===== config.mk =====
export PLATFORM = sky130hd
export DESIGN_NAME = kmp_stream_matcher_unit_flat
export DESIGN_NICKNAME = d
export VERILOG_FILES = /design/src/design/kmp_pkg.sv /design/src/design/kmp_if.sv /design/src/design/kmp_cell.sv /design/src/design/kmp_stream_matcher_unit.sv /design/src/flat_wrapper.sv
export SDC_FILE = /design/constraint.sdc
export NUM_CORES = 1
export LEC_CHECK = 0
export BUFFER_PORTS_ARGS = -buffer_cell sky130_fd_sc_hd__buf_2
export CORE_ASPECT_RATIO = 1.5
export CORE_MARGIN = 2
export CORE_UTILIZATION = 40
export DETAILED_ROUTE_END_ITERATION = 10
export PLACE_DENSITY = 0.56
export SYNTH_ARGS = -nofsm -noshare
export SYNTH_HDL_FRONTEND = slang
export SYNTH_HIERARCHICAL = 1
export SYNTH_SLANG_ARGS = --single-unit

===== constraint.sdc =====
create_clock -name clk -period 7.65 [get_ports clk]
set_clock_uncertainty 0.05 [all_clocks]
set_input_delay 0.765 -clock clk [delete_from_list [all_inputs] [get_ports clk]]
set_output_delay 0.765 -clock clk [all_outputs]
set_load 0.005 [all_outputs]

===== src/design/kmp_pkg.sv =====
// kmp_pkg: shared types and constants of the streaming KMP matcher
// used by the channel interfaces, the matcher cell and the top level
`default_nettype none

package kmp_pkg;

  localparam int unsigned BYTE_W = 8;
  localparam int unsigned POS_W  = 32;

  // item function codes
  typedef enum logic [1:0] {
    FUNC_NEW     = 2'd0,
    FUNC_APPEND  = 2'd1,
    FUNC_TEXT    = 2'd2,
    FUNC_RESTART = 2'd3
  } func_t;

  // control broadcast from the top level to every cell
  typedef struct packed {
    logic              load;   // write data into the cell at the write index
    logic              clear;  // drop all partial matches
    logic              flush;  // drop partial matches before this step
    logic              step;   // advance partial matches by one text byte
    logic [BYTE_W-1:0] data;   // pattern or text byte
  } cell_ctl_t;

endpackage

`default_nettype wire


===== src/design/kmp_if.sv =====
// kmp_if: valid/ready channel interfaces for items and results
// depends on kmp_pkg for field widths
`default_nettype none

interface kmp_in_if;
  logic                      valid;
  logic                      ready;
  logic [1:0]                func;
  logic [kmp_pkg::BYTE_W-1:0] data_byte;
  logic                      last_text;

  modport source (output valid, output func, output data_byte, output last_text,
                  input ready);
  modport sink   (input valid, input func, input data_byte, input last_text,
                  output ready);
endinterface

interface kmp_out_if;
  logic                      valid;
  logic                      ready;
  logic                      match;
  logic [kmp_pkg::POS_W-1:0] match_start;
  logic                      found_any;
  logic                      pattern_full;
  logic                      text_done;

  modport source (output valid, output match, output match_start, output found_any,
                  output pattern_full, output text_done, input ready);
  modport sink   (input valid, input match, input match_start, input found_any,
                  input pattern_full, input text_done, output ready);
endinterface

`default_nettype wire


===== src/design/kmp_cell.sv =====
// kmp_cell: one pattern position of the matcher chain
// holds one pattern byte and one partial-match bit; depends on kmp_pkg
`default_nettype none

module kmp_cell #(
  parameter int unsigned CELL_IDX = 0,
  parameter int unsigned LEN_W    = 6
) (
  input  wire logic               clk,
  input  wire logic               rst_n,
  input  wire kmp_pkg::cell_ctl_t ctl,
  input  wire logic [LEN_W-1:0]   wr_len,   // index written by a pattern byte
  input  wire logic [LEN_W-1:0]   len,      // current pattern length
  input  wire logic               prev_act, // partial match of the left neighbor
  output logic                    act,      // partial match held in this cell
  output logic                    hit       // full match completes in this cell
);

  localparam logic [LEN_W-1:0] MyIdx  = LEN_W'(CELL_IDX);
  localparam logic [LEN_W-1:0] MyNext = LEN_W'(CELL_IDX + 1);

  logic [kmp_pkg::BYTE_W-1:0] byte_r;
  logic                       act_r;
  logic                       act_nxt;
  logic                       prev_ok;

  // pattern byte store
  always_ff @(posedge clk) begin
    if (ctl.load && (wr_len == MyIdx)) begin
      byte_r <= ctl.data;
    end
  end

  // the first cell can always start a new partial match, with no left neighbor
  assign prev_ok = (CELL_IDX == 0) ? 1'b1 : (prev_act & ~ctl.flush);

  // extend the neighbor's partial match by one byte
  always_comb begin
    act_nxt = prev_ok && (byte_r == ctl.data) && (len > MyIdx);
  end

  // partial match bit
  always_ff @(posedge clk) begin
    if (!rst_n) begin
      act_r <= 1'b0;
    end else if (ctl.clear) begin
      act_r <= 1'b0;
    end else if (ctl.step) begin
      act_r <= act_nxt;
    end
  end

  assign act = act_r;
  assign hit = ctl.step && act_nxt && (len == MyNext);

endmodule

`default_nettype wire


===== src/design/kmp_stream_matcher_unit.sv =====
// kmp_stream_matcher_unit: streaming pattern matcher, top level
// depends on kmp_pkg, kmp_in_if / kmp_out_if and a chain of kmp_cell
//
//   channel | dir | handshake        | payload
//   in_ch   | in  | valid / ready    | func, data_byte, last_text
//   out_ch  | out | valid / ready    | match, match_start, found_any,
//           |     |                  | pattern_full, text_done
//
// one item per cycle while the output side takes results: every cell compares
// the broadcast byte with its own pattern byte in the same cycle and hands its
// partial-match bit to the next cell; the result is registered on transfer
// reset (rst_n low, synchronous) empties the pattern, clears all partial
// matches, the text position and the found flag; pattern bytes hold no reset
// the output register frees the input side: a new item is taken whenever the
// output register is empty or its result is taken in the same cycle
`default_nettype none

module kmp_stream_matcher_unit #(
  parameter int unsigned MAX_PATTERN = 32
) (
  input  wire logic  clk,
  input  wire logic  rst_n,
  kmp_in_if.sink     in_ch,
  kmp_out_if.source  out_ch
);

  localparam int unsigned LEN_W = $clog2(MAX_PATTERN + 1);
  localparam logic [LEN_W-1:0] MaxLen = LEN_W'(MAX_PATTERN);
  localparam int unsigned POS_W = kmp_pkg::POS_W;

  kmp_pkg::func_t     func;
  kmp_pkg::cell_ctl_t ctl;

  logic                   in_xfer;
  logic                   is_pattern;
  logic                   is_restart;
  logic                   full;
  logic                   hit;
  logic [LEN_W-1:0]       wr_len;
  logic [LEN_W-1:0]       len_r, len_nxt;
  logic [POS_W-1:0]       pos_r, pos_nxt;
  logic [POS_W-1:0]       pos_cur;
  logic                   any_r, any_nxt;
  logic [POS_W-1:0]       start;
  logic [MAX_PATTERN-1:0] act_vec;
  logic [MAX_PATTERN-1:0] hit_vec;

  logic                   out_valid_r;
  logic                   out_match_r;
  logic [POS_W-1:0]       out_start_r;
  logic                   out_found_r;
  logic                   out_full_r;
  logic                   out_done_r;

  // input handshake
  assign in_ch.ready = !out_valid_r || out_ch.ready;
  assign in_xfer     = in_ch.valid && in_ch.ready;
  assign func        = kmp_pkg::func_t'(in_ch.func);

  // item decode
  always_comb begin
    is_pattern = 1'b0;
    is_restart = 1'b0;
    wr_len     = len_r;
    unique case (func)
      kmp_pkg::FUNC_NEW: begin
        is_pattern = 1'b1;
        wr_len     = '0;
      end
      kmp_pkg::FUNC_APPEND: begin
        is_pattern = 1'b1;
      end
      kmp_pkg::FUNC_TEXT: begin
      end
      kmp_pkg::FUNC_RESTART: begin
        is_restart = 1'b1;
      end
      default: begin
      end
    endcase
  end

  assign full = is_pattern && (wr_len >= MaxLen);

  // control broadcast to the cell chain
  always_comb begin
    ctl.load  = in_xfer && is_pattern && !full;
    ctl.clear = in_xfer && is_pattern && !full;
    ctl.flush = is_restart;
    ctl.step  = in_xfer && !is_pattern;
    ctl.data  = in_ch.data_byte;
  end

  // chain of cells, partial matches move one cell per text byte
  for (genvar i = 0; i < MAX_PATTERN; i++) begin : g_cell
    kmp_cell #(
      .CELL_IDX (i),
      .LEN_W    (LEN_W)
    ) u_cell (
      .clk      (clk),
      .rst_n    (rst_n),
      .ctl      (ctl),
      .wr_len   (wr_len),
      .len      (len_r),
      .prev_act ((i == 0) ? 1'b1 : act_vec[(i == 0) ? 0 : i - 1]),
      .act      (act_vec[i]),
      .hit      (hit_vec[i])
    );
  end

  assign hit = |hit_vec;

  // text position, start index and found flag
  always_comb begin
    pos_cur = is_restart ? '0 : pos_r;
    start   = pos_cur - POS_W'(len_r) + POS_W'(1);
    len_nxt = len_r;
    pos_nxt = pos_r;
    any_nxt = any_r;
    if (is_pattern) begin
      if (!full) begin
        len_nxt = wr_len + LEN_W'(1);
      end
    end else begin
      pos_nxt = (pos_cur == {POS_W{1'b1}}) ? pos_cur : pos_cur + POS_W'(1);
      any_nxt = (is_restart ? 1'b0 : any_r) | hit;
    end
  end

  // matcher state
  always_ff @(posedge clk) begin
    if (!rst_n) begin
      len_r <= '0;
      pos_r <= '0;
      any_r <= 1'b0;
    end else if (in_xfer) begin
      len_r <= len_nxt;
      pos_r <= pos_nxt;
      any_r <= any_nxt;
    end
  end

  // output register valid
  always_ff @(posedge clk) begin
    if (!rst_n) begin
      out_valid_r <= 1'b0;
    end else if (in_xfer) begin
      out_valid_r <= 1'b1;
    end else if (out_ch.ready) begin
      out_valid_r <= 1'b0;
    end
  end

  // output register payload
  always_ff @(posedge clk) begin
    if (in_xfer) begin
      out_match_r <= hit;
      out_start_r <= hit ? start : '0;
      out_found_r <= any_nxt;
      out_full_r  <= full;
      out_done_r  <= !is_pattern && in_ch.last_text;
    end
  end

  assign out_ch.valid        = out_valid_r;
  assign out_ch.match        = out_match_r;
  assign out_ch.match_start  = out_start_r;
  assign out_ch.found_any    = out_found_r;
  assign out_ch.pattern_full = out_full_r;
  assign out_ch.text_done    = out_done_r;

  // a reported match always raises the found flag
  a_match_found: assert property (@(posedge clk) disable iff (!rst_n)
    out_valid_r && out_match_r |-> out_found_r)
    else $error("match reported without found flag");

  // a dropped pattern byte never reports text completion or a match
  a_full_no_text: assert property (@(posedge clk) disable iff (!rst_n)
    out_valid_r && out_full_r |-> !out_done_r && !out_match_r)
    else $error("dropped pattern byte flagged as text");

  // a stored pattern byte leaves a non-empty pattern
  a_len_grows: assert property (@(posedge clk) disable iff (!rst_n)
    ctl.load |=> len_r != '0)
    else $error("pattern length empty after store");

  // pattern length stays within the cell chain
  a_len_bound: assert property (@(posedge clk) disable iff (!rst_n)
    len_r <= MaxLen)
    else $error("pattern length beyond cell chain");

  // no partial match outlives a stored pattern byte
  a_clear_act: assert property (@(posedge clk) disable iff (!rst_n)
    ctl.clear |=> act_vec == '0)
    else $error("partial match kept across pattern change");

endmodule

`default_nettype wire

===== src/flat_wrapper.sv =====
// flat-port wrapper written by rule: the top's interface ports become plain ports
module kmp_stream_matcher_unit_flat 
#(
  parameter int unsigned MAX_PATTERN = 32
)
  (clk, rst_n, in_ch_valid, in_ch_func, in_ch_data_byte, in_ch_last_text, in_ch_ready, out_ch_valid, out_ch_match, out_ch_match_start, out_ch_found_any, out_ch_pattern_full, out_ch_text_done, out_ch_ready);
  kmp_in_if in_ch_i ();
  kmp_out_if out_ch_i ();
  input  wire logic clk;
  input  wire logic rst_n;
  input wire logic [$bits(in_ch_i.valid)-1:0] in_ch_valid;
  input wire logic [$bits(in_ch_i.func)-1:0] in_ch_func;
  input wire logic [$bits(in_ch_i.data_byte)-1:0] in_ch_data_byte;
  input wire logic [$bits(in_ch_i.last_text)-1:0] in_ch_last_text;
  output wire logic [$bits(in_ch_i.ready)-1:0] in_ch_ready;
  output wire logic [$bits(out_ch_i.valid)-1:0] out_ch_valid;
  output wire logic [$bits(out_ch_i.match)-1:0] out_ch_match;
  output wire logic [$bits(out_ch_i.match_start)-1:0] out_ch_match_start;
  output wire logic [$bits(out_ch_i.found_any)-1:0] out_ch_found_any;
  output wire logic [$bits(out_ch_i.pattern_full)-1:0] out_ch_pattern_full;
  output wire logic [$bits(out_ch_i.text_done)-1:0] out_ch_text_done;
  input wire logic [$bits(out_ch_i.ready)-1:0] out_ch_ready;
  assign in_ch_i.valid = in_ch_valid;
  assign in_ch_i.func = in_ch_func;
  assign in_ch_i.data_byte = in_ch_data_byte;
  assign in_ch_i.last_text = in_ch_last_text;
  assign in_ch_ready = in_ch_i.ready;
  assign out_ch_valid = out_ch_i.valid;
  assign out_ch_match = out_ch_i.match;
  assign out_ch_match_start = out_ch_i.match_start;
  assign out_ch_found_any = out_ch_i.found_any;
  assign out_ch_pattern_full = out_ch_i.pattern_full;
  assign out_ch_text_done = out_ch_i.text_done;
  assign out_ch_i.ready = out_ch_ready;
  kmp_stream_matcher_unit #(.MAX_PATTERN(MAX_PATTERN)) u_core (.clk(clk), .rst_n(rst_n), .in_ch(in_ch_i), .out_ch(out_ch_i));
endmodule

# ---- Yosys cells after proc, flatten, opt, wreduce, memory -nomap -nowiden
# Cells that the tools add are included.
dict set report classes {
  add_sub_neg 4
  multipliers 0
  div 0
  order_cmp 33
  eq_ne 98
  shifts 0
  n_mux 9
  bitwise 36
  reduce_logical 177
}
# operator n
set op_table {}
lappend op_table {{== test 8 bit} 32}
lappend op_table {{== test 6 x 5 -> 1 bit, second input constant} 32}
lappend op_table {{logical AND 1 bit} 165}
lappend op_table {{== test 6 x 4 -> 1 bit, second input constant} 16}
lappend op_table {{greater-than comparator 6 x 5 -> 1 bit, second input constant} 16}
lappend op_table {{adder 32 x 1 -> 32 bit, second input constant} 2}
lappend op_table {{two-way mux 32 bit} 2}
lappend op_table {{== test 6 x 3 -> 1 bit, second input constant} 8}
lappend op_table {{greater-than comparator 6 x 4 -> 1 bit, second input constant} 8}
lappend op_table {{== test 32 bit, second input constant} 1}
lappend op_table {{OR reduction 32 bit} 1}
lappend op_table {{subtractor 32 x 6 -> 32 bit} 1}
lappend op_table {{AND 1 bit} 31}
lappend op_table {{== test 6 x 2 -> 1 bit, second input constant} 4}
lappend op_table {{greater-than comparator 6 x 3 -> 1 bit, second input constant} 4}
lappend op_table {{== test 6 x 1 -> 1 bit, second input constant} 2}
lappend op_table {{greater-than comparator 6 x 1 -> 1 bit, second input constant} 2}
lappend op_table {{greater-than comparator 6 x 2 -> 1 bit, second input constant} 2}
lappend op_table {{adder 6 x 1 -> 6 bit, second input constant} 1}
lappend op_table {{== test 6 bit, second input constant} 1}
lappend op_table {{>= comparator 6 bit, second input constant} 1}
lappend op_table {{logical NOT 6 bit} 1}
lappend op_table {{two-way mux 1 bit} 6}
lappend op_table {{two-way mux 6 bit} 1}
lappend op_table {{11 further kinds} 17}
dict set report word_totals {
  ff_bits 363
  latch_bits 0
  mem_bits_rw 0
  mem_bits_ro 0
  word_cells 429
  mem_count 0
}

# ---- Longest topological paths before layout
dict set report depth {
  word_depth 11
  ltp_mapped 16
  mapped_depth_nobuf 15
}

# ---- By module
# Netlist, hierarchy kept.
# module n_inst cells_per_inst area_each_um2 seq_area_each_um2
set by_module_without_submodules {}
lappend by_module_without_submodules {kmp_stream_matcher_unit 1 726 5921.9 1881.8}
lappend by_module_without_submodules {{kmp_cell at u_core.g_cell[13].u_cell ...} 3 31 422.9 260.2}
lappend by_module_without_submodules {{kmp_cell at u_core.g_cell[14].u_cell ...} 3 31 421.7 260.2}
lappend by_module_without_submodules {{kmp_cell at u_core.g_cell[17].u_cell ...} 2 31 440.4 260.2}
lappend by_module_without_submodules {{kmp_cell at u_core.g_cell[12].u_cell ...} 2 32 431.7 260.2}
lappend by_module_without_submodules {{kmp_cell at u_core.g_cell[4].u_cell ...} 2 31 429.2 260.2}
lappend by_module_without_submodules {{kmp_cell at u_core.g_cell[28].u_cell} 1 33 461.7 260.2}
lappend by_module_without_submodules {{kmp_cell at u_core.g_cell[26].u_cell} 1 36 460.4 260.2}
lappend by_module_without_submodules {{kmp_cell at u_core.g_cell[10].u_cell} 1 30 444.2 260.2}
lappend by_module_without_submodules {{kmp_cell at u_core.g_cell[8].u_cell} 1 31 441.7 260.2}
lappend by_module_without_submodules {{kmp_cell at u_core.g_cell[22].u_cell} 1 31 439.2 260.2}
lappend by_module_without_submodules {{kmp_cell at u_core.g_cell[1].u_cell} 1 28 431.7 260.2}
lappend by_module_without_submodules {{kmp_cell at u_core.g_cell[21].u_cell} 1 33 431.7 260.2}
lappend by_module_without_submodules {{kmp_cell at u_core.g_cell[24].u_cell} 1 29 431.7 260.2}
lappend by_module_without_submodules {{+12 rows} - - - -}

# ---- Worst setup path before layout
# No wires, ideal clock.
dict set report synth_timing {
  path_type {input-to-reg}
  from {input out_ch_ready}
  to {register u_core.out_start_r[13] (netlist: u_core/out_ch.match_start[13]), data pin}
  setup_time_ps 266
  arrival_time_ps 4627
  t_required_ps 7334
  path_slack_ps 2707
  cell_stages 14
  n_path_buf 2
  cell_sequence {nand2b_1 nand2_1 inv_1 nand2_1 clkinv_1 and4b_1 o2111ai_2 nor4b_2 nor4_1 nand4_1 nor2_1 clkbuf_1 buf_1 nor2_1}
}
# item line
set synth_lines {}
lappend synth_lines {{start, declared} flat_wrapper.sv:22} ;# input wire logic [$bits(out_ch_i.ready)-1:0] out_ch_ready;
lappend synth_lines {{end signal, assigned} kmp_stream_matcher_unit.sv:158} ;# out_start_r <= hit ? start : '0;
lappend synth_lines {{end, declared} kmp_stream_matcher_unit.sv:50} ;# logic [POS_W-1:0] out_start_r;

# ---- Worst setup path after layout
dict set report layout_timing {
  from {input in_ch_func[1]}
  to {register u_core.out_start_r[27] (netlist: u_core/out_ch.match_start[27]), data pin}
}
dict set report layout_between {
  elab_chain_len 9
  word_cells_on_any_way 170
  classes_between {2 x add/sub; 2 x eq/ne; 3 x mux; 32 x bitwise; 131 x reduce/logical}
}
# item line
set layout_lines {}
lappend layout_lines {{start, declared} flat_wrapper.sv:12} ;# input wire logic [$bits(in_ch_i.func)-1:0] in_ch_func;
lappend layout_lines {{branches (longest 9 deep; another with subtractor 32 x 6 -> 32 bit)} -}
# Several ways; the timed one is not identified.
# A chain may end at the register's enable or synchronous reset.

==> qor.csv <==
stage,metric,value,unit
grt,first-pass GRT wire length,77700,um
drt,drt drc,0,
grt,largest net degree at the start of global routing,78,
placement,port bufs,52,
cts,Post-CTS Setup Inserts,0,
die,die area,0.0509,mm^2
cts,Resized Gates After CTS,0,
drt,initial DRC count,843,
grt,initial antenna violation count,0,
drt,detailed-router iteration count before antenna repair,5,
grt,gr ovfl total,0,
power,P_leak,0.00746,uW
sta,final setup margin,2.95,ns
placement,placed cells,2435,
die,die height,275,um
cells_and_area,final core occ,45.5,%
cts,CTS max path bufs,3,
worst_setup_path,Critical Path AT,4.93,ns
cells_and_area,Synth-to-Final Area Change,12.6,%
worst_setup_path,critical path type,input pin to flip-flop,
drt,WL per Instance,19.8,um
cells_and_area,Final Non-Filler Cells,2504,
drt,Antenna Violating Nets Remaining,0,
worst_setup_path,Setup crit start kind,input pin,
cts,later-pin clock latency in the skew report,0.54,ns
cells_and_area,fin area,0.0221,mm^2
die,Core Rows,99,
logic_synthesis,Syn Inst Count,1722,
min_path,worst min-delay path class,flip-flop to flip-flop,
die,Core ar.,0.0486,mm^2
outcome,outcome,finished clean,
placement,routability cong.,0.883,
cts,CTS tree,yes,
grt,GRT Overall Usage,19.6,%
logic_synthesis,Syn Area/Cell,11.4,um^2
cts,CTS H-tree depth,2,
cts,Sink Count,363,
sta,worst-margin pin slew,1.21,ns
cts,clock transition at the registers of the reported paths,0.06,ns
logic_synthesis,Syn Nets,1779,
placement,Area after DPL,0.0209,mm^2
logic_synthesis,Synth Warn #,6,
run,Max Cap Viol,0,
sta,Setup Viol. Count Final,0,
placement,worst slack at placement,2.39,ns
cells_and_area,# fillers,4572,
worst_setup_path,Crit. End Element,flip-flop,
cts,CTS Buf Count,38,
sta,fin. max-slew vios,0,
sta,setup TNS,0,ns
die,die width,185,um
die,initial core utilization,40.4,%
placement,hpwl dp,31300,um
drt,vias per cell,5.51,
sta,worst rel slew slack,18.6,%
power,cell area power density,188,mW/mm^2
drt,WL final,49500,um
cells_and_area,nets,1876,
drt,via count,13800,
logic_synthesis,mapped cell area,0.0196,mm^2
cts,Post-CTS Hold Buffers,0,
sta,Final Cycle Share,61.4,%
sta,count of final hold-check violations,0,
grt,vias in the first global route,13600,
worst_setup_path,Worst EP required,7.89,ns
sta,RSZ-0062 raised after global routing,false,
sta,Achievable Freq,0.213,GHz
power,maximum VDD drop,0.125,mV
sta,Final min period,4.70,ns
worst_setup_path,Worst Path Max Fanout,30,
die,I/O Pins,53,
cells_and_area,layout cells sized above 1,13.0,%
cts,CTS root buf,clkbuf_16,
## metal layers
metal | wire length, um | up-vias | global-route usage [%]
met5 | 0 | - | 0
li1 | - | 6591 | -
met3 | 2020 | 97 | 2.34
met2 | 25700 | 354 | 35.7
met4 | 1900 | 0 | 7.96
met1 | 20000 | 6755 | 23.2
## critical path, stage by stage
cell,delay (ns)
buf_2,0.18
nand2_1,0.55
inv_2,0.69
buf_4,0.44
nor2_1,0.12
nor2_1,0.13
ha_1,0.26
o21ai_0,0.11
o21ai_0,0.23
and2_1,0.27
a311o_1,0.41
a31oi_1,0.43
mux2i_1,0.13
and4bb_1,0.20
## placed cells by master (no fill, tap or decap), drive strengths merged, types with 7 or more instances in the layout
cell type	instances
edfxtp	292
xor2	188
nand2	136
xnor2	116
buf	100
nor2	87
dfxtp	71
nand3	68
a21oi	68
nor4	64
nand2b	58
nor3	58
clkbuf	54
ha	41
nand4	41
inv	41
and2	34
o21ai	33
nand4b	28
nor4b	20
a211oi	18
nor2b	17
a21o	15
or4	13
a31oi	12
clkinv	12
and3	11
o21bai	10
nand4bb	10
nand3b	9
mux2i	8
or3	7
## through the flow
stage               hold slack [ns]  total power, uW
floorplan                     0.393             2320
CTS                           0.411             4210
detailed placement            0.406             2440
finish                        0.418             4150
global placement              0.404             2440
global route                  0.420             4300
## worst paths after layout
check | cells after the start | slack [ns] | to | start
worst max register to register | 16 | 3.48 | u_core/out_ch.match_start[22] | u_core/out_ch.valid
worst min register to register | 2 | 0.42 | u_core/g_cell[22].u_cell/act | u_core/g_cell[22].u_cell/act
worst min-delay path | 2 | 0.42 | u_core/g_cell[22].u_cell/act | u_core/g_cell[22].u_cell/act
worst max-delay path | 14 | 2.95 | u_core/out_ch.match_start[27] | in_ch_func[1]
## sequential cells by signal, summed over array words and instances, names as in the netlist, 6 cells and up
signal                       flops
u_core/g_cell.u_cell/act        31
u_core/g_cell.u_cell/byte_r    256
u_core/len_r                     6
u_core/out_ch.match_start       32
u_core/pos_r                    32
## power by group
group          switching, uW  internal (uW)
logic                    170           79.3
registers               4.13           2140
clock network            745           1010
## area by class of cell
cell class | instances | area (um^2) | area share, %
antenna | 1 | 2.50 | 0.0113
clock buffer | 54 | 1070 | 4.86
clock inverter | 14 | 87.6 | 0.396
inverter | 41 | 154 | 0.696
multi-input combinational | 1275 | 9130 | 41.3
sequential | 363 | 10200 | 46.1
tap | 656 | 821 | 3.71
timing repair buffer | 100 | 641 | 2.90
No activity file was read; power rests on OpenSTA's default activity.
